**config.mk**
```make
export PLATFORM = sky130hd
export DESIGN_NAME = hpc_ram
export DESIGN_NICKNAME = d
export VERILOG_FILES = /design/src/hpc_ram.sv
export SDC_FILE = /design/constraint.sdc
export NUM_CORES = 1
export LEC_CHECK = 0
export BUFFER_PORTS_ARGS = -buffer_cell sky130_fd_sc_hd__buf_4
export CAP_MARGIN = 25
export CELL_PAD_IN_SITES_DETAIL_PLACEMENT = 1
export CELL_PAD_IN_SITES_GLOBAL_PLACEMENT = 2
export CORE_ASPECT_RATIO = 0.5
export CORE_UTILIZATION = 43
export DETAILED_ROUTE_END_ITERATION = 8
export PLACE_DENSITY_LB_ADDON = 0.1
export SLEW_MARGIN = 0
export SYNTH_ARGS = -nofsm -noshare
export SYNTH_HDL_FRONTEND = slang
export SYNTH_SLANG_ARGS = --single-unit
```
**constraint.sdc**
```tcl
create_clock -name i_clk -period 1.53 [get_ports i_clk]
set_input_delay 0.0765 -clock i_clk [delete_from_list [all_inputs] [get_ports i_clk]]
set_output_delay 0.0765 -clock i_clk [all_outputs]
set_load 0.01 [all_outputs]
```
**src/hpc_ram.sv**
```systemverilog
module hpc_ram #(
    parameter int W = 8,
    parameter int D = 16
) (
    input  logic                 i_clk,
    input  logic                 i_we,
    input  logic [$clog2(D)-1:0] i_waddr,
    input  logic [W-1:0]         i_wdata,
    input  logic [$clog2(D)-1:0] i_raddr,
    output logic [W-1:0]         o_rdata
);

    logic [W-1:0] r_mem [D];
    logic [W-1:0] r_rdata;

    always_ff @(posedge i_clk) begin
        if (i_we) begin
            r_mem[i_waddr] <= i_wdata;
        end
        r_rdata <= r_mem[i_raddr];
    end

    assign o_rdata = r_rdata;

endmodule

```
-- Yosys cells after proc, flatten, opt, wreduce, memory -nomap -nowiden
Memory sizes are Yosys's and may differ from the RTL's. A register that Yosys moved wholly into a read port is not among the register bits.
Cells that the tools add are included.
- add/subtract/negate cells: 0
- multipliers: 0
- divide/modulo/power cells: 0
- magnitude comparators: 0
- equal/unequal tests: 0
- shift operators: 0
- mux-type cells: 2
- bitwise logic cells: 0
- reduce and logical (&&, ||, !) cells: 0
- operators by type and width (kind ; count):
    1-bit 2-to-1 mux ; 2
- bits in registers: 0
- latch bits: 0
- bits in writable memories: 128
- bits in read-only memories: 0
- input port bits: 18
- output and inout bits: 8
- memories: 1
- memories (memory ; depth ; width ; rd ports ; clocked after Yosys merged registers in ; wr ports ; line ; source):
    r_mem ; 16 ; 8 ; 1 ; 1 ; 1 ; 13 ; logic [W-1:0] r_mem [D];

-- Depth between registers and ports, before layout
- depth after elaboration: 2
- gate-level depth with buffers: 5

-- Worst setup path before layout
No wires, ideal clock.
- kind: input to register
- start: in i_waddr[2]
- end: mem r_mem[0][0], enable pin
- setup time: 0.383 ns
- data arrival time: 1.186 ns
- path slack: -0.039 ns
- cell stages on the path: 2
- buffers on the path: 0
- cells stage by stage: or3b_2 -> nor3_1
- RTL lines (what ; line ; source):
    start: declaration ; 7 ; input logic [$clog2(D)-1:0] i_waddr,
    end: declaration ; 13 ;
No word-level cell before the write port.

==> results.cfg <==
[status]
outcome = complete, no violations

[layout]
diodes = 0
syn2layout_area_growth_pct = 23.82
fillCellCount = 976
layout-drive-gt1-share_pct = 33.66
finalNetCount = 314

[detailed_routing]
post_drt_wl_per_cell_um = 24.97
ant_nets = 0
drt_pre_antenna_iters = 4
finalWirelength_um = 11690
vias_per_cell = 5.498
drt_iter0_drc = 261
drc_errors = 0
num_vias = 2573

[power_and_ir_drop]
power_switching_mw = 1.806
p_per_area_mw_per_mm2 = 1387
ir_drop_mv = 0.8001
seq_power_share_pct = 47.4
p_clk_share_pct = 47.1
power_mw = 8.840
internal_power_mw = 7.034
p_sw_share_pct = 20.43
total_leakage_power_nw = 2.187
pwr-share-comb_pct = 5.4

[synthesis]
avgSynthCellArea_sq_um = 22.48
synth.distinct_cells = 19
synth.top_cells.by_count = 128 x edfxtp_1, 18 x mux4_2, 16 x a22oi_1
synth_flop_cell = edfxtp_1
synth_area_leaders = edfxtp_1 75%, mux4_2 7.9%, mux4_1 7.1%
mappedNetlistArea_sq_mm = 0.005147
yosysWarnings = 0
yosys.cell_count.top_type = edfxtp_1
ys_async_sr_fraction_pct = 0
synth_largest_area_cell = edfxtp_1
ys_seq_area_share_pct = 77.78
syn_nets = 247
synth_cells = 229
ys_seq_elements = 136
synth_edf_count = 128
synth_top_area_share_pct = 74.67

[global_routing]
grt.overflow.total = 0
antenna_found_initial = 0
grt_pass1_vias = 2725
track_usage_pct = 21.13
grt_first_pass_wirelength_um = 17460
grt_start_max_net_pins = 20

[floorplanning]
io_pins = 26
fp.dieArea_sq_mm = 0.01244
coreArea_sq_mm = 0.01132
initial_utilization_pct = 45.48
fp.dieH_um = 79.37
rows = 27
die_w_um = 156.7

[run]
cap_violations = 0

[timing]
rsz0062_at_grt = false
final-hold-violation-count = 0
finalMaxSlewViolations = 0
tns_ns = 0
fin_crit_sh_pct = 95.52
whs_ns = 0.01369
period_minus_slack_ns = 1.461
finClkSkew_ns = 0.005670
fmax_mhz = 684.2
slew_headroom_pct = 38.65
setup_violations = 0
worst_pin_slew_ns = 0.9183

[cts]
cts_buffers = 17
htreeDepth = 4
cts_sinks = 136
root_buffer = clkbuf_16
path_clk_slew_ns = 0.06
clock_path_buffers = 2
cts_tree = yes
clock_latency_ns = 0.41

[worst_setup_path]
worstPathCellList = mux4_1, a22oi_1, nand2_1
end_kind = flop
cp_slowest_stage_delay_ns = 0.51
cp_data_required_time_ns = 1.82
arrival_ns = 1.75
worst_path_max_delay_cell = mux4_1
crit_path_start_kind = flop
path_class = flop to flop
cp_max_fo = 1

[placed_design]
io_buffers = 25
hpwl_um = 7211
gp_congestion = 0.6924

[hold_path]
hp-class = input port to flop
cell usage in the layout (no fill, tap or decap), drive strengths merged, types with 2 or more instances in the layout:
master and instances:
edfxtp 128, buf 53, mux4 32, clkbuf 20
a22oi 16, nor2 13, nand2 9, dfxtp 8
dlygate4sd3 5, clkinv 5, nor3 4, bufinv 3
clkinvlp 3, nand3b 2, nand2b 2
state kept, by name, summed over array words and instances (netlist names):
name and cells:
o_rdata 8, r_mem 128
power by group through the flow:
stage / clock [mW] / combinational (mW) / sequential, mW
CTS: 4.24 / 0.489 / 4.19
floorplan: 0 / 0.212 / 4.27
finish: 4.17 / 0.481 / 4.19
global route: 4.39 / 0.518 / 4.20
global placement: 0 / 0.461 / 4.26
detailed placement: 0 / 0.475 / 4.27
timing repair:
| action | CTS | global route |
|---|---|---|
| setup endpoints to repair | 1 | 0 |
| resized for setup | 1 | 0 |
| endpoints found under the hold margin | 73 | 0 |
| setup buffers | 0 | 0 |
| hold buffers | 5 | 0 |
cells by family after synthesis:
family                 Yosys count  synth area share [%]
flip-flops                     136                 77.78
AND/OR/NAND/NOR                 35                 3.184
multiplexers                    32                 15.02
AO/OA/AOI/OAI                   16                 2.334
buffers and inverters           10                 1.677
through the flow:
step           worst slack (ns)  instances  area, sq um  utilization (%)
2_1_floorplan            0.1874        229         5152                -
3_3_place_gp           -0.05083        431         5713            50.48
3_5_place_dp           -0.07229        431         5713            50.48
4_1_cts                 0.07202        468         6374            56.32
5_1_grt                 0.01016        468         6374            56.32
6_report                0.06850        468         6374            56.32
routing by layer:
| metal | vias to the layer above | track usage [%] | part of all wire [%] | wire length, um |
|---|---|---|---|---|
| met4 | 0 | 6.765 | 0.76 | 89 |
| met3 | 9 | 5.895 | 7.1 | 835 |
| li1 | 1107 | - | - | - |
| met5 | - | 0 | 0 | 0 |
| met1 | 1371 | 30.48 | 47 | 5480 |
| met2 | 86 | 31.11 | 45 | 5280 |
final timing paths:
check                              start  cells after the start               endpoint  slack (ns)
setup / recovery   r_mem[1][2]$_DFFE_PP_                      3     o_rdata[2]$_DFF_P_        0.07
hold / removal                i_wdata[2]                      1  r_mem[6][2]$_DFFE_PP_        0.01
setup reg to reg   r_mem[1][2]$_DFFE_PP_                      3     o_rdata[2]$_DFF_P_        0.07
hold reg to reg   r_mem[14][3]$_DFFE_PP_                      3     o_rdata[3]$_DFF_P_        0.68
worst max-delay path: cells and delay by family, from the launching register on:
| family | cells | cell delay (ns) |
|---|---|---|
| mux | 1 | 0.51 |
| flops | 1 | 0.37 |
| compound gates | 1 | 0.36 |
| simple gates | 1 | 0.09 |
area by class of cell:
cell class                      instances  area (sq um)  share of cell area (%)
Clock inverter                         12         148.9                   2.336
Multi-Input combinational cell         83          1067                   16.75
Timing Repair Buffer                   58         498.0                   7.813
Tap cell                              159         198.9                   3.121
Sequential cell                       136          4004                   62.82
Clock buffer                           20         456.7                   7.165
No activity file was read; power rests on OpenSTA's default activity.
