[config.mk]
export PLATFORM = sky130hd
export DESIGN_NAME = hpc_queue
export DESIGN_NICKNAME = d
export VERILOG_FILES = /design/src/hpc_pkg.sv /design/src/hpc_queue.sv
export SDC_FILE = /design/constraint.sdc
export NUM_CORES = 1
export LEC_CHECK = 0
export BUFFER_PORTS_ARGS = -buffer_cell sky130_fd_sc_hd__buf_2
export CORE_AREA = 2 2 84 86
export DETAILED_ROUTE_END_ITERATION = 8
export DIE_AREA = 0 0 86 88
export GPL_ROUTABILITY_DRIVEN = 0
export PLACE_DENSITY = 0.75
export SLEW_MARGIN = 5
export SYNTH_ARGS = -nofsm -noshare
export SYNTH_HDL_FRONTEND = slang
export SYNTH_SLANG_ARGS = --single-unit
[constraint.sdc]
create_clock -name i_clk -period 3.8 [get_ports i_clk]
set_input_delay 0.76 -clock i_clk [delete_from_list [all_inputs] [get_ports i_clk]]
set_output_delay 0.76 -clock i_clk [all_outputs]
set_load 0.005 [all_outputs]
[src/hpc_pkg.sv]
package hpc_pkg;

    localparam logic [1:0] ACT_KEY   = 2'd0;
    localparam logic [1:0] ACT_TICK  = 2'd1;
    localparam logic [1:0] ACT_CLEAR = 2'd2;

    localparam logic [31:0] HASH_BASIS = 32'd2166136261;
    localparam logic [31:0] HASH_PRIME = 32'd16777619;
    localparam logic [31:0] STAMP_MAX  = 32'hFFFFFFFF;

    typedef struct packed {
        logic [1:0] action;
        logic [7:0] key_byte;
        logic       last;
    } t_in;

    typedef struct packed {
        logic [7:0] slot;
        logic       hit;
        logic       evicted;
    } t_out;

    typedef enum logic [1:0] {
        CMD_LOOKUP,
        CMD_TICK,
        CMD_CLEAR
    } t_cmd_kind;

    typedef struct packed {
        t_cmd_kind   kind;
        logic [31:0] hash;
        logic [7:0]  len;
    } t_cmd;

    typedef enum logic [3:0] {
        B_IDLE,
        B_DIV,
        B_PRD,
        B_PCHK,
        B_CRD,
        B_CCHK,
        B_NEXT,
        B_WR,
        B_YRD,
        B_YWR,
        B_OUT
    } t_bstate;

endpackage

[src/hpc_queue.sv]
module hpc_queue (
    input  logic          i_clk,
    input  logic          i_rst_n,
    input  logic          i_push,
    input  hpc_pkg::t_cmd i_cmd,
    input  logic          i_pop,
    output logic          o_valid,
    output logic          o_full,
    output hpc_pkg::t_cmd o_cmd
);

    hpc_pkg::t_cmd r_buf [2];
    logic          r_wptr;
    logic          r_rptr;
    logic [1:0]    r_count;
    logic [1:0]    n_count;

    always_comb begin
        n_count = r_count;
        if (i_push && !i_pop) begin
            n_count = r_count + 2'd1;
        end else if (!i_push && i_pop) begin
            n_count = r_count - 2'd1;
        end
    end

    always_ff @(posedge i_clk) begin
        if (!i_rst_n) begin
            r_wptr  <= 1'b0;
            r_rptr  <= 1'b0;
            r_count <= 2'd0;
        end else begin
            r_count <= n_count;
            if (i_push) begin
                r_wptr <= ~r_wptr;
            end
            if (i_pop) begin
                r_rptr <= ~r_rptr;
            end
        end
        if (i_push) begin
            r_buf[r_wptr] <= i_cmd;
        end
    end

    assign o_valid = (r_count != 2'd0);
    assign o_full  = (r_count == 2'd2);
    assign o_cmd   = r_buf[r_rptr];

`ifndef NO_ASSERTIONS
    a_no_overflow: assert property (@(posedge i_clk) disable iff (!i_rst_n)
        o_full |-> !i_push || i_pop)
        else $error("queue written while full");
    a_no_underflow: assert property (@(posedge i_clk) disable iff (!i_rst_n)
        i_pop |-> o_valid)
        else $error("queue read while empty");
    a_count_range: assert property (@(posedge i_clk) disable iff (!i_rst_n)
        r_count != 2'd3)
        else $error("queue count out of range");
`endif

endmodule

Yosys cells after proc, flatten, opt, wreduce, memory -nomap -nowiden
Memories as Yosys holds them, arrays and structs flattened. A register that Yosys moved wholly into a read port is not among the register bits.
Cells that the tools add are included.
Operators by class
  add/sub/neg operators: 2
  eq/ne operators: 1
  muxes and demuxes: 6
  bitwise gates (word level): 2
  reduce and logical (&&, ||, !) cells: 6
Operators by type and width (count)
  $mux 1: 4
  $mux 2: 2
  $reduce_bool 2->1: 2
  $add 2x1->2 const B: 1
  $eq 2x2->1 const B: 1
  $logic_and 1x1->1: 2
  $logic_not 1->1: 2
  $not 1->1: 2
  $sub 2x1->2 const B: 1
Word-level totals
  register bits after elaboration: 4
  memory bits (writable): 84
  input port bits: 46
  output and inout port bits: 44
  word-level logic and storage cells: 21
  memories kept: 1
Memories
  r_buf: depth 2, bits a word 42, rd ports 1, clocked after Yosys merged registers in 1, wr ports 1, line hpc_queue.sv:12  | hpc_pkg::t_cmd r_buf [2];

Logic depth before layout (Yosys ltp)
  depth in word-level cells: 4
  depth in mapped cells: 5
  gate-level depth less buffers: 5

Worst setup path after synthesis
OpenSTA, ideal clock, no wires.
  kind: input port to flip-flop
  start point: input i_push
  end point: memory r_buf[0][0] (netlist name), enable pin
  library setup time: 448 ps
  data arrival time: 2666 ps
  data required time: 3352 ps
  setup slack: 687 ps
  stages on the path: 1
  buffers on the path: 0
  path through: nor2b_1
Between the ends
  word-level cells in the longest chain between the ends: 2
Ends and longest elaborated chain
  start, declared: line hpc_queue.sv:4  | input logic i_push,
  $mux 1: line hpc_queue.sv:41  | if (i_push) begin
  $mux 1 (implied by the code): line hpc_queue.sv:42  | r_buf[r_wptr] <= i_cmd;
  end, declared: line hpc_queue.sv:12
Every way passes these cells.

==> metrics.cfg <==
[setup_path]
r2r-end = r_buf[1][13]
path_cells = mux2_2 -> buf_2
rrSetupSlack_ns = 2.16
end_kind = output port
critical_path.max_fanout = 42
start_kind = register
max_stage_delay_ns = 0.99
r2r_cells = 1
worstReg2RegStart = r_wptr
worstSetupPathType = reg2out
endpoint = o_cmd[30]
required_ns = 3.04
critical_path_arrival_ns = 1.91
critPathSlowestCell = dfxtp_2

[die]
core-area_sq_um = 6644
io_pins = 90
start_util_pct = 48.95
die-area_sq_um = 7568
fp.dieW_microns = 86
rows = 30
die_h_microns = 88

[clock_tree]
clk_transition_reported_paths_ns = 0.08
cts.sinks = 89
cts_tree = yes
numCtsBuffers = 9
post-cts-setup-buffers = 0
clk_latency_ns = 0.34
cts_hold_buf = 0
root_buffer = clkbuf_8
post_cts_resized = 0
clock_tree.buffer_depth = 2
htreeDepth = 3

[yosys]
yosysMostFrequentCell = edfxtp_1
yosys.cell_types.count = 17
syn_nets = 200
ys_top_cells_by_count = edfxtp_1, mux2_2, dfxtp_1
async_flop_share_pct = 0
synth_edf_count = 84
yosys-top-cells-area = edfxtp_1, mux2_2, dfxtp_1
avgSynthCellArea_sq_um = 21.25
yosysWarnings = 0
ys_seq_elements = 89
synth_top_flop_cell = edfxtp_1
syn-cell-area_sq_um = 3252
ys_seq_area_share_pct = 80.65
synth.top_cell.area_share_pct = 77.57
synth_top_cell_by_area = edfxtp_1
synth_cells = 153

[global_route]
grt_first_pass_wirelength_microns = 8004
grtUsageTotal_pct = 14.50
grt_pass1_vias = 1651
antenna_found_initial = 0
grt_overflow_total = 0
grt_max_degree = 43

[power_and_ir_drop]
p_per_area_nw_per_um2 = 496.2
total_power_mw = 1.973
ir_drop_mv = 0.2709
cellLeakagePower_nw = 1.506

[timing]
period_needed_ns = 2.672
relSlewSlack_pct = 31.19
worst_pin_slew_ns = 1.032
setup_violations = 0
timing.final.crit_share_pct = 70.32
grt_setup_unrepaired = false
fin_skew_ns = 0.005477
hold_violations = 0
maxSlewViolCount = 0
tns_ns = 0
fmax_ghz = 0.3742

[finish]
syn2layout_area_growth_pct = 22.28
nFillCells = 512
antennaDiodeCount = 0
drive_gt1_share_pct = 59.84
nNetsFinal = 296

[detailed_routing]
vias = 1632
wl_per_cell_microns = 16.17
routed_wl_microns = 5402
antenna_left = 0
route.detailed.drc = 0
drt_iter0_markers = 77
dr.pass1.iters = 4
drt-vias-per-instance = 4.886

[flow_run]
drv_cap = 0

[status]
status = completed

[placed_design]
hpwl_microns = 3448
port_buffers = 89

[min_path]
hp-class = reg2reg

==> area by class of cell <==
type	count	area, sq um	area share, %
Timing Repair Buffer	90	452.9	11.39
Tap cell	80	100.1	2.517
Clock buffer	10	127.6	3.210
Clock inverter	6	68.82	1.731
Multi-Input combinational cell	58	599.3	15.07
Inverter	1	3.754	0.09440
Sequential cell	89	2624	65.99
==> flip-flops by register name, indices dropped and copies added (netlist names), named ones only <==
signal and cells:
r_buf 84, r_count 2, r_rptr 1, r_wptr 1
==> worst max-delay path: cells and delay by family (launching register included) <==
family	cells	cell delay, ns
buffers and inverters	1	0.13
flip-flops	1	0.99
multiplexers	1	0.43
==> layer usage <==
layer	wire (microns)	vias to the layer above	track usage, %
met5	0	-	0
met4	60	0	6.926
met3	304	4	4.524
met2	2767	51	24.03
met1	2270	794	17.38
li1	-	783	-
==> worst min path at each step <==
stage	endpoint	cells past startpoint	startpoint	slack [ns]
4_1_cts	r_count[1]	2	r_count[1]	0.52
6_report	r_count[1]	2	r_count[1]	0.52
3_5_place_dp	r_count[1]	2	r_count[1]	0.51
5_1_grt	r_count[1]	2	r_count[1]	0.54
2_1_floorplan	r_count[1]	2	r_count[1]	0.46
3_3_place_gp	r_count[1]	2	r_count[1]	0.48
==> stage by stage <==
stage               cells  instance area [sq um]  setup WS (ns)  util (%)  hold slack (ns)
floorplan             153                   3252         0.6867         -           0.4612
global placement      318                   3780          1.471     56.89           0.4828
detailed placement    318                   3780          1.466     56.89           0.5122
CTS                   334                   3976          1.062     59.85           0.5247
global route          334                   3976          1.012     59.85           0.5443
finish                334                   3976          1.128     59.85           0.5171
==> layout by cell type (no fill, tap or decap), types with 2 or more instances in the layout <==
master,instances
dfxtp_1,4
xor2_1,2
and2_1,3
mux2_2,42
clkinv_4,3
edfxtp_1,84
buf_2,89
clkbuf_8,9
==> kinds of logic (layout without fill, tap and decap cells) <==
group / count (synthesis) / in the layout / synth area share [%]
DFF: 89 / 89 / 80.65
adders and majority gates: 1 / 1 / 0.3847
and+or+nand+nor: 9 / 9 / 1.808
xor gates and xnor gates: 3 / 3 / 0.8082
muxes: 42 / 42 / 14.54
buffers and inverters: 6 / 107 / 1.193
AOI/OAI and AO/OA: 3 / 3 / 0.6156
==> report_power, final <==
group	internal, mW	total [mW]	switching, mW
logic	0.107	0.184	0.0767
registers	1.13	1.16	0.0305
clock network	0.306	0.629	0.323
total	1.54	1.97	0.430
No activity file was read; power rests on OpenSTA's default activity.
