File: src/hpc_pkg.sv
package hpc_pkg;

    localparam logic [1:0] ACT_KEY   = 2'd0;
    localparam logic [1:0] ACT_TICK  = 2'd1;
    localparam logic [1:0] ACT_CLEAR = 2'd2;

    localparam logic [31:0] HASH_BASIS = 32'd2166136261;
    localparam logic [31:0] HASH_PRIME = 32'd16777619;
    localparam logic [31:0] STAMP_MAX  = 32'hFFFFFFFF;

    typedef struct packed {
        logic [1:0] action;
        logic [7:0] key_byte;
        logic       last;
    } t_in;

    typedef struct packed {
        logic [7:0] slot;
        logic       hit;
        logic       evicted;
    } t_out;

    typedef enum logic [1:0] {
        CMD_LOOKUP,
        CMD_TICK,
        CMD_CLEAR
    } t_cmd_kind;

    typedef struct packed {
        t_cmd_kind   kind;
        logic [31:0] hash;
        logic [7:0]  len;
    } t_cmd;

    typedef enum logic [3:0] {
        B_IDLE,
        B_DIV,
        B_PRD,
        B_PCHK,
        B_CRD,
        B_CCHK,
        B_NEXT,
        B_WR,
        B_YRD,
        B_YWR,
        B_OUT
    } t_bstate;

endpackage

File: src/hpc_front.sv
module hpc_front #(
    parameter int KEY_BYTES = 159
) (
    input  logic                         i_clk,
    input  logic                         i_rst_n,
    input  logic                         i_valid,
    output logic                         o_ready,
    input  hpc_pkg::t_in                 i_data,
    input  logic                         i_q_full,
    output logic                         o_q_push,
    output hpc_pkg::t_cmd                o_q_cmd,
    input  logic                         i_done,
    output logic                         o_key_we,
    output logic [$clog2(KEY_BYTES)-1:0] o_key_waddr,
    output logic [7:0]                   o_key_wdata
);

    localparam int KA = $clog2(KEY_BYTES);

    logic [31:0] r_hash;
    logic [31:0] n_hash;
    logic [7:0]  r_len;
    logic [7:0]  n_len;
    logic        r_lock;
    logic        n_lock;
    logic        accept;
    logic        room;
    logic [31:0] mix;

    assign o_ready = !r_lock && !i_q_full;
    assign accept  = i_valid && o_ready;
    assign room    = (r_len < 8'(KEY_BYTES));
    assign mix     = (r_hash ^ 32'(i_data.key_byte)) * hpc_pkg::HASH_PRIME;

    always_comb begin
        n_hash        = r_hash;
        n_len         = r_len;
        n_lock        = r_lock && !i_done;
        o_q_push      = 1'b0;
        o_q_cmd.kind  = hpc_pkg::CMD_TICK;
        o_q_cmd.hash  = mix;
        o_q_cmd.len   = r_len;
        o_key_we      = 1'b0;
        o_key_waddr   = r_len[KA-1:0];
        o_key_wdata   = i_data.key_byte;
        if (accept) begin
            unique case (i_data.action)
                hpc_pkg::ACT_KEY: begin
                    if (room) begin
                        o_key_we = 1'b1;
                        n_hash   = mix;
                        n_len    = r_len + 8'd1;
                    end
                    if (i_data.last) begin
                        o_q_push     = 1'b1;
                        o_q_cmd.kind = hpc_pkg::CMD_LOOKUP;
                        o_q_cmd.hash = n_hash;
                        o_q_cmd.len  = n_len;
                        n_lock       = 1'b1;
                        n_hash       = hpc_pkg::HASH_BASIS;
                        n_len        = 8'd0;
                    end
                end
                hpc_pkg::ACT_TICK: begin
                    o_q_push     = 1'b1;
                    o_q_cmd.kind = hpc_pkg::CMD_TICK;
                end
                hpc_pkg::ACT_CLEAR: begin
                    o_q_push     = 1'b1;
                    o_q_cmd.kind = hpc_pkg::CMD_CLEAR;
                end
                default: begin
                end
            endcase
        end
    end

    always_ff @(posedge i_clk) begin
        if (!i_rst_n) begin
            r_hash <= hpc_pkg::HASH_BASIS;
            r_len  <= 8'd0;
            r_lock <= 1'b0;
        end else begin
            r_hash <= n_hash;
            r_len  <= n_len;
            r_lock <= n_lock;
        end
    end

`ifndef NO_ASSERTIONS
    a_len_bound: assert property (@(posedge i_clk) disable iff (!i_rst_n)
        r_len <= 8'(KEY_BYTES))
        else $error("key length beyond buffer");
    a_lock_blocks: assert property (@(posedge i_clk) disable iff (!i_rst_n)
        r_lock |-> !o_q_push)
        else $error("command pushed while a lookup is pending");
    a_lookup_locks: assert property (@(posedge i_clk) disable iff (!i_rst_n)
        o_q_push && o_q_cmd.kind == hpc_pkg::CMD_LOOKUP |=> r_lock || $past(i_done))
        else $error("lookup pushed without locking the key buffer");
`endif

endmodule

File: config.mk
export PLATFORM = sky130hd
export DESIGN_NAME = hpc_front
export DESIGN_NICKNAME = d
export VERILOG_FILES = /design/src/hpc_pkg.sv /design/src/hpc_front.sv
export SDC_FILE = /design/constraint.sdc
export NUM_CORES = 1
export LEC_CHECK = 0
export BUFFER_PORTS_ARGS = -buffer_cell sky130_fd_sc_hd__buf_2
export CORE_UTILIZATION = 60
export CTS_CLUSTER_SIZE = 20
export DETAILED_ROUTE_END_ITERATION = 16
export PLACE_DENSITY_LB_ADDON = 0.25
export SLEW_MARGIN = 30
export SYNTH_ARGS = -nofsm -noshare
export SYNTH_HDL_FRONTEND = slang
export SYNTH_SLANG_ARGS = --single-unit
File: constraint.sdc
create_clock -name i_clk -period 15.6 [get_ports i_clk]
set_input_delay 0.78 -clock i_clk [delete_from_list [all_inputs] [get_ports i_clk]]
set_output_delay 0.78 -clock i_clk [all_outputs]
set_load 0.02 [all_outputs]
# After elaboration in Yosys (flattened, before gate mapping)

Index checks and enable logic that the tools add are counted.

Register bits after elaboration: 41
Latch bits: 0
Memory bits (writable): 0
ROM bits: 0
Input bits: 16
Word-level logic and storage cells: 35
Memories: 0

Add/subtract/negate cells: 1
$mul: 1
Div/mod/pow operators: 0
Order comparisons: 1
Eq/ne operators: 2
Shift operators: 0
Muxes and demuxes: 17
Bitwise gates (word level): 1
Reduce and logical (&&, ||, !) cells: 9

Operators with widths:

| kind                                                                   | count |
|---|---|
| 32-bit 2-to-1 mux                                                      | 2 |
| 42-bit 2-to-1 mux                                                      | 1 |
| 41-bit 2-to-1 mux                                                      | 1 |
| 40-bit 2-to-1 mux                                                      | 1 |
| 32-bit by 25-bit multiplier with 32-bit output (second input constant) | 1 |
| 32-bit by 8-bit bitwise XOR with 32-bit output                         | 1 |
| 8-bit 2-to-1 mux                                                       | 2 |
| 8-bit by 1-bit adder with 8-bit output (second input constant)         | 1 |
| 8-bit < comparator (second input constant)                             | 1 |
| 1-bit 2-to-1 mux                                                       | 8 |
| 2-bit case mux with 2 select lines                                     | 1 |
| 1-bit logical AND                                                      | 3 |
| 1-bit zero test                                                        | 3 |
| 2-bit by 1-bit equality test with 1-bit output (second input constant) | 1 |
| 2-bit equality test (second input constant)                            | 1 |
| 2-bit zero test                                                        | 1 |
| 1-bit case mux with 2 select lines                                     | 1 |
| 2-bit AND reduction                                                    | 1 |
| 2-bit OR reduction                                                     | 1 |

# Longest topological paths before layout

Gate-level depths: netlist of run 1.

Depth in word-level cells: 6
Gate-level depth with buffers: 20
Depth with buffers taken out: 20

# Worst setup path before layout of run 1

Ideal clock, no wire load.

Kind: input -> output
From: input port i_data[5] (netlist bit)
To: output port o_q_cmd[32] (netlist bit)
Arrival time: 5.879 ns
Slack: 8.941 ns
Stages: 20
Buffers on the path: 1
Path through: xor2_1 -> ha_1 -> ha_1 -> fa_1 -> ha_1 -> fa_1 -> ha_1 -> inv_1 -> fa_1 -> inv_1 -> ha_1 -> clkbuf_2 -> nand3_1 -> or3_1 -> a211oi_1 -> o31ai_1 -> a21oi_1 -> a31oi_1 -> xor2_1 -> o21ai_0

RTL lines:

| item        | RTL line        | source |
|---|---|---|
| from (decl) | hpc_front.sv:8  | `input hpc_pkg::t_in i_data,` |
| to (decl)   | hpc_front.sv:11 | `output hpc_pkg::t_cmd o_q_cmd,` |

==> impl_metrics.toml, run 1 <==
[run_status]
status = "finished, final reports clean"

[final_layout]
seq_area_um2 = 821
antennaDiodeCount = 0
drive_gt1_share_pct = 10.5
nets = 1227
n_fill_cell = 1066
multi_input_area_mm2 = 0.00621
syn_to_final_growth_pct = 8.56

[yosys]
synth_largest_area_cell = "ha_1"
synth_area_leaders = "ha_1, fa_1, dfxtp_1"
synth.top_cell.area_share_pct = 30.6
yosysWarnings = 0
syn_nets = 1167
synth_area_mm2 = 0.00776
synth-main-ff-cell = "dfxtp_1"
syn_area_per_cell_um2 = 8.75
yosys_register_bits = 41
ys_types = 54
synthCells = 887
ys_async_sr_fraction_pct = 0
yosysSeqAreaShare_pct = 10.6
synth_edf_count = 0

[grt]
antenna_found_initial = 0
grt_max_degree = 28
overflow = 0
first_global_vias = 6032
grt_pass1_wl_mm = 30.2
grt_util_all_layers_pct = 30.1

[worst_setup_path]
arrival_ns = 6.58
cp-start-kind = "input port"
crit_required_ns = 14.82
cp_max_fo = 5
end_kind = "output pin"
path_class = "input port to output pin"

[job]
max_cap_violations = 0

[sta]
hold_viol = 0
timing.fmax_mhz = 136
tightest_slew_ns = 0.757
slew_violations = 0
min_period_ns = 7.36
fin_ws_ns = 8.24
setup_tns_ns = 0
period_share_pct = 47.2
rsz0062_at_grt = "false"
skew_ns = 0.00519
setup_viol = 0
relSlewSlack_pct = 48.9

[route]
dr_wl_met2_mm = 8.94
dr_wl_met3_um = 707
drc_errors = 0
wirelength_mm = 18.7
top_layer_used = "met4"
drt_iter0_drc = 251
via_count = 6175
wl_per_cell_um = 16.7
firstDrtPassIters = 4
antenna_left = 0
vias_per_cell = 5.51
wl_met1_mm = 8.39

[die]
dieHeight_um = 116
initial_core_util_pct = 61.5
die_x_um = 116
io_pins = 77
core-area_mm2 = 0.0126
die_area_mm2 = 0.0134
num_rows = 41

[clocking]
root_buffer = "clkbuf_16"
cts_tree = "built"
hold_buffers = 0
clock_path_buffers = 2
insertion_delay_ns = 0.31
clk_pin_slew_ns = 0.07
cts_resized = 0
post-cts-setup-buffers = 0
cts_made_buffers = 5
clock_sinks = 41
htreeDepth = 2

[placement]
dp_hpwl_mm = 15.6
dp_slack_ns = 8.24
io_buffer_count = 76
globalplace.congestion = 0.925

[worst_hold_path]
hold_path.class = "register to register"
-- layer usage --
metal / global-route usage [%] / up-vias
met1: 39.5 / 2961
met4: 13.0 / 0
met5: 0 / -
li1: - / 3048
met2: 51.3 / 128
met3: 2.46 / 38
-- cells in the final DEF, fill, tap and decap left out, drive strengths merged, types with 2 or more instances in the layout --
cell | netlist | final
fa | 74 | 74
nand2b | 8 | 8
xnor2 | 27 | 27
xor2 | 34 | 34
o21bai | 2 | 2
o31ai | 4 | 4
and3 | 5 | 5
nand4 | 2 | 2
o211ai | 11 | 11
a2111oi | 2 | 2
ha | 190 | 190
nand3 | 7 | 7
a21o | 10 | 10
o41ai | 3 | 3
a21oi | 34 | 34
nor3 | 8 | 8
a211o | 3 | 3
mux2 | 3 | 3
buf | 9 | 78
clkbuf | 16 | 5
dfxtp | 41 | 41
a211oi | 3 | 3
o21ai | 59 | 59
nor2 | 34 | 34
a31oi | 3 | 3
nand2 | 88 | 88
o21a | 3 | 3
or3 | 3 | 3
inv | 163 | 165
nor2b | 9 | 9
a22oi | 3 | 3
and2 | 12 | 12
-- path summary, 6_finish.rpt --
| check | startpoint | end | slack, ns | cells after the start |
|---|---|---|---|---|
| setup / recovery | i_data[3] | o_q_cmd[38] | 8.24 | 21 |
| hold / removal | r_lock$_SDFF_PN0_ | r_lock$_SDFF_PN0_ | 0.49 | 2 |
| setup reg to reg | r_hash[7]$_SDFFE_PN1P_ | r_hash[30]$_SDFFE_PN0P_ | 9.61 | 19 |
| hold reg to reg | r_lock$_SDFF_PN0_ | r_lock$_SDFF_PN0_ | 0.49 | 2 |
-- worst max-delay path, stage by stage --
cell and delay [ns]:
buf_2 0.10, xor2_1 0.48, ha_1 0.34, ha_1 0.32, fa_1 0.49, ha_1 0.21, fa_1 0.48, ha_1 0.30
inv_1 0.05, fa_1 0.53, inv_1 0.04, ha_1 0.37, nand3_1 0.13, or3_1 0.37, a211oi_1 0.45, o2111ai_1 0.31
a21oi_1 0.25, a2111oi_2 0.07, xor2_1 0.16, o21ai_0 0.16, buf_2 0.19
-- flip-flops by register name, summed over array words and instances, names as in the netlist --
name	count
o_key_waddr	8
r_hash	32
r_lock	1
-- per-stage QoR --
step	instances	utilization [%]	cell area (um2)	hold WS (ns)
after floorplan	887	-	7760	0.456
after global placement	1111	65.3	8240	0.470
after detailed placement	1112	65.5	8270	0.481
after CTS	1120	66.7	8420	0.493
after global routing	1120	66.7	8420	0.518
final	1120	66.7	8420	0.488
-- layout make-up --
class                      instances  share of cell area (%)
multi-input combinational        658                    73.7
sequential                        41                    9.74
inverter                         163                    7.26
timing repair buffer              78                    4.93
tap                              172                    2.55
clock buffer                       5                    1.49
clock inverter                     3                   0.297
-- synthesized netlist by cell type, drive strengths merged, types with 2 or more instances --
| master | number |
|---|---|
| a21o | 10 |
| a2111oi | 2 |
| o211ai | 11 |
| o21bai | 2 |
| nand4 | 2 |
| nor2 | 34 |
| and3 | 5 |
| ha | 190 |
| or3 | 3 |
| fa | 74 |
| clkbuf | 16 |
| xnor2 | 27 |
| o41ai | 3 |
| nor2b | 9 |
| and2 | 12 |
| o31ai | 4 |
| a21oi | 34 |
| nand2b | 8 |
| dfxtp | 41 |
| a211o | 3 |
| nor3 | 8 |
| nand2 | 88 |
| a31oi | 3 |
| xor2 | 34 |
| o21a | 3 |
| a22oi | 3 |
| mux2 | 3 |
| nand3 | 7 |
| inv | 163 |
| o21ai | 59 |
| buf | 9 |
| a211oi | 3 |
-- logic make-up (layout without fill, tap and decap cells) --
kind of cell               count (synthesis)  after routing  share of synthesized area [%]
buffers and inverters                    188            249                           9.51
AOI/OAI and AO/OA                        151            151                           12.5
xor gates and xnor gates                  61             61                           6.89
adders and majority gates                264            264                           49.7
DFF                                       41             41                           10.6
and+or+nand+nor                          179            179                           10.4
muxes                                      3              3                          0.435
Power of run 1 is left out: the tool's default activity adds up to more than one toggle a clock period on the data nets, which glitch-free logic cannot reach.
==> run 2: changes to the inputs <==
Clock period 15.6 ns to 7.7 ns, I/O delays scaled along.
==> run 2 against run 1 <==
  * Sequential cell count did not move
  * Via count rose by 0.60%
  * Setup slack got worse by 7.4 ns
  * Global-route usage fell by 1.1 points
  * Non-clock buffer count rose by 2
  * Clock skew barely moved
  * Critical path type is now register to output pin
  * Largest cell class unchanged
==> impl_metrics.toml, run 2 (synthesized netlist as in run 1, its figures left out) <==
[die]
dieHeight_um = 116
num_rows = 41
die_x_um = 116
io_pins = 77
core-area_mm2 = 0.0126
die_area_mm2 = 0.0134
initial_core_util_pct = 61.5

[clocking]
post-cts-setup-buffers = 0
clk_pin_slew_ns = 0.07
insertion_delay_ns = 0.31
clock_sinks = 41
clock_path_buffers = 2
htreeDepth = 2
cts_tree = "built"
hold_buffers = 0
root_buffer = "clkbuf_16"
cts_made_buffers = 5
cts_resized = 0

[grt]
grt_pass1_wl_mm = 29.2
grt_max_degree = 27
grt_util_all_layers_pct = 29.1
first_global_vias = 5947
overflow = 0
antenna_found_initial = 0

[sta]
setup_tns_ns = 0
timing.fmax_mhz = 146
rsz0062_at_grt = "false"
tightest_slew_ns = 0.939
setup_viol = 0
skew_ns = 0.00556
min_period_ns = 6.83
hold_viol = 0
relSlewSlack_pct = 37.0
slew_violations = 0
period_share_pct = 88.7

[placement]
dpl_cell_area_mm2 = 0.00828
globalplace.congestion = 0.942
dp_hpwl_mm = 15.3
io_buffer_count = 76

[worst_hold_path]
hold_start = "i_done"
min_to = "r_lock$_SDFF_PN0_"
hold_path.class = "input port to register"
holdPathStages = 3

[worst_setup_path]
arrival_ns = 6.45
end_kind = "output pin"
timing.rr.start = "r_hash[7]$_SDFFE_PN1P_"
ff2ff_setup_slack_ns = 1.66
crit_required_ns = 7.32
path_class = "register to output pin"
cp-start-kind = "register"
r2r-end = "r_hash[30]$_SDFFE_PN0P_"
r2r.worst_path.cells = 19
cp_max_fo = 6

[final_layout]
mostFrequentLayoutCell = "ha_1"
nets = 1229
drive_gt1_share_pct = 10.7
final_area_mm2 = 0.00843
antennaDiodeCount = 0
final_cell_mix = "ha_1, inv_1, nand2_1"
syn_to_final_growth_pct = 8.69
largest_register_ffs = 32
utilization_pct = 66.8
largest_register = "r_hash"

[route]
wl_per_cell_um = 16.4
vias_per_cell = 5.54
drt_iter0_drc = 353
wirelength_mm = 18.4
via_count = 6212
antenna_left = 0
firstDrtPassIters = 5
drc_errors = 0

[run_status]
status = "finished, final reports clean"

[job]
max_cap_violations = 0
## run 2: final cells by class
class,instances,area [um2]
Sequential cell,41,821
Timing Repair Buffer,80,425
Fill cell,1108,4190
Clock inverter,3,25.0
Multi-Input combinational cell,658,6210
Clock buffer,5,125
Tap cell,172,215
Inverter,163,612
## run 2: worst max path at each step
stage / from / endpoint / slack [ns] / depth (start not counted)
floorplan: r_hash[4]$_SDFFE_PN0P_ / o_q_cmd[32] / 1.83 / 20
global placement: i_data[3] / o_q_cmd[38] / 1.28 / 21
detailed placement: i_data[5] / o_q_cmd[38] / 1.16 / 21
CTS: r_hash[7]$_SDFFE_PN1P_ / o_q_cmd[38] / 0.89 / 20
global route: r_hash[7]$_SDFFE_PN1P_ / o_q_cmd[38] / 0.53 / 20
finish: r_hash[7]$_SDFFE_PN1P_ / o_q_cmd[38] / 0.87 / 20
## run 2: layer usage
| metal | up-vias | share of wire, % | track usage [%] | routed length [um] |
|---|---|---|---|---|
| met2 | 166 | 48 | 49.5 | 8820 |
| met1 | 2961 | 44 | 37.8 | 8090 |
| met5 | - | 0 | 0 | 0 |
| met4 | 0 | 3.0 | 10.8 | 559 |
| li1 | 3050 | - | - | - |
| met3 | 35 | 5.1 | 3.77 | 945 |
## run 2: worst max-delay path: stages, from the launching register on
cell and delay [ns]:
dfxtp_1 0.44, xor2_1 0.47, ha_1 0.33, ha_1 0.30
fa_1 0.48, ha_1 0.22, fa_1 0.47, ha_1 0.28
inv_1 0.05, fa_1 0.54, inv_1 0.05, ha_1 0.38
nand4_1 0.16, or3_1 0.33, a211oi_1 0.45, o2111ai_1 0.31
a21oi_1 0.28, a2111oi_2 0.08, xor2_1 0.16, o21ai_0 0.15
buf_2 0.19
## run 2: stage by stage
step / setup WS (ns) / std cells / hold WS (ns)
2_1_floorplan: 1.83 / 887 / 0.456
3_3_place_gp: 1.28 / 1112 / 0.471
3_5_place_dp: 1.16 / 1114 / 0.475
4_1_cts: 0.886 / 1122 / 0.337
5_1_grt: 0.526 / 1122 / 0.352
6_report: 0.868 / 1122 / 0.343
Power of run 2 is left out for the same reason.
==> run 3: changes to the inputs <==
Settings changed: CORE_UTILIZATION 60 to 45.
==> run 3 against run 2 <==
  * Hold slack better by 0.014 ns
  * Register-to-register slack worse by 0.26 ns
  * First-iteration DRC count is 8.5% lower
  * Non-clock buffer count stayed put
  * Cell area is 0.71% higher
  * Highest routed layer unchanged
  * Via count is 1.5% lower
  * Clock skew is 0.00061 ns higher
  * Wire length is 7.9% higher
  * Sequential cell count stayed put
  * Maximum frequency is 3.2% lower
  * Sequential share of layout area is 0.069 points lower
==> impl_metrics.toml, run 3 (synthesized netlist as in run 1, its figures left out) <==
[clocking]
htreeDepth = 2
post-cts-setup-buffers = 0
insertion_delay_ns = 0.30
cts_made_buffers = 5
cts_tree = "built"
cts_resized = 0
clock_sinks = 41
clk_pin_slew_ns = 0.07
root_buffer = "clkbuf_16"
hold_buffers = 0
clock_path_buffers = 2

[sta]
slew_violations = 0
setup_tns_ns = 0
timing.fmax_mhz = 142
min_period_ns = 7.06
skew_ns = 0.00617
relSlewSlack_pct = 45.8
tightest_slew_ns = 0.793
rsz0062_at_grt = "false"
period_share_pct = 91.7
hold_viol = 0
setup_viol = 0

[grt]
grt_pass1_wl_mm = 32.1
grt_max_degree = 30
grt_util_all_layers_pct = 23.3
overflow = 0
first_global_vias = 6012
antenna_found_initial = 0

[worst_setup_path]
cp_max_fo = 6
end_kind = "output pin"
cp-start-kind = "register"
arrival_ns = 6.67
crit_required_ns = 7.32
path_class = "register to output pin"

[final_layout]
antennaDiodeCount = 0
drive_gt1_share_pct = 10.6
nets = 1229
n_fill_cell = 1657
final_cell_mix = "ha_1, inv_1, nand2_1"
syn_to_final_growth_pct = 9.47
largest_register = "r_hash"
mostFrequentLayoutCell = "ha_1"
largest_register_ffs = 32

[die]
num_rows = 47
core-area_mm2 = 0.0167
die_area_mm2 = 0.0178
dieHeight_um = 133
die_x_um = 133
io_pins = 77
initial_core_util_pct = 46.5

[route]
vias_per_cell = 5.23
drt_iter0_drc = 323
firstDrtPassIters = 5
wl_per_cell_um = 17.0
wirelength_mm = 19.9
antenna_left = 0
via_count = 6117
drc_errors = 0

[run_status]
status = "finished, final reports clean"

[job]
max_cap_violations = 0

[placement]
globalplace.congestion = 0.880
io_buffer_count = 76
dp_hpwl_mm = 16.4

[worst_hold_path]
hold_path.class = "input port to register"
## run 3: layer usage
| layer | global-route usage (%) | vias up | routed length, um |
|---|---|---|---|
| met5 | 0 | - | 0 |
| met4 | 3.91 | 0 | 228 |
| met3 | 2.32 | 17 | 664 |
| met2 | 38.3 | 123 | 9140 |
| met1 | 33.6 | 2925 | 9840 |
| li1 | - | 3052 | - |
## run 3: final timing paths
path	depth (start not counted)	endpoint	startpoint	slack (ns)
setup / recovery	20	o_q_cmd[38]	r_hash[7]$_SDFFE_PN1P_	0.64
hold / removal	3	r_lock$_SDFF_PN0_	i_done	0.36
setup reg to reg	19	r_hash[30]$_SDFFE_PN0P_	r_hash[7]$_SDFFE_PN1P_	1.40
hold reg to reg	2	r_lock$_SDFF_PN0_	r_lock$_SDFF_PN0_	0.50
## run 3: critical path: stages, from the launching register on
cell	delay (ns)
dfxtp_1	0.45
xor2_1	0.52
ha_1	0.35
ha_1	0.30
fa_1	0.49
ha_1	0.22
fa_1	0.49
ha_1	0.29
inv_1	0.05
fa_1	0.53
inv_1	0.04
ha_1	0.39
nand4_1	0.16
or3_1	0.34
a211oi_1	0.65
o2111ai_1	0.30
a21oi_1	0.25
a2111oi_2	0.07
xor2_1	0.16
o21ai_0	0.14
buf_2	0.18
## run 3: per-stage QoR
stage	cells	setup slack (ns)	hold WS (ns)	area [um2]	utilization [%]
after floorplan	887	1.83	0.456	7760	-
after global placement	1161	1.25	0.477	8320	49.8
after detailed placement	1162	1.03	0.488	8350	50.0
after CTS	1170	0.740	0.357	8490	50.8
after global routing	1170	0.354	0.376	8490	50.9
final	1170	0.642	0.357	8490	50.9
## run 3: area by class of cell
type,count,area [um2],share of cell area (%)
repair buffers,80,430,5.07
clock inverters,2,15.0,0.177
clock buffers,6,129,1.52
well taps,220,275,3.24
inverters,163,612,7.20
multi-input cells,658,6210,73.1
flip-flops and latches,41,821,9.66
Power of run 3 is left out for the same reason.
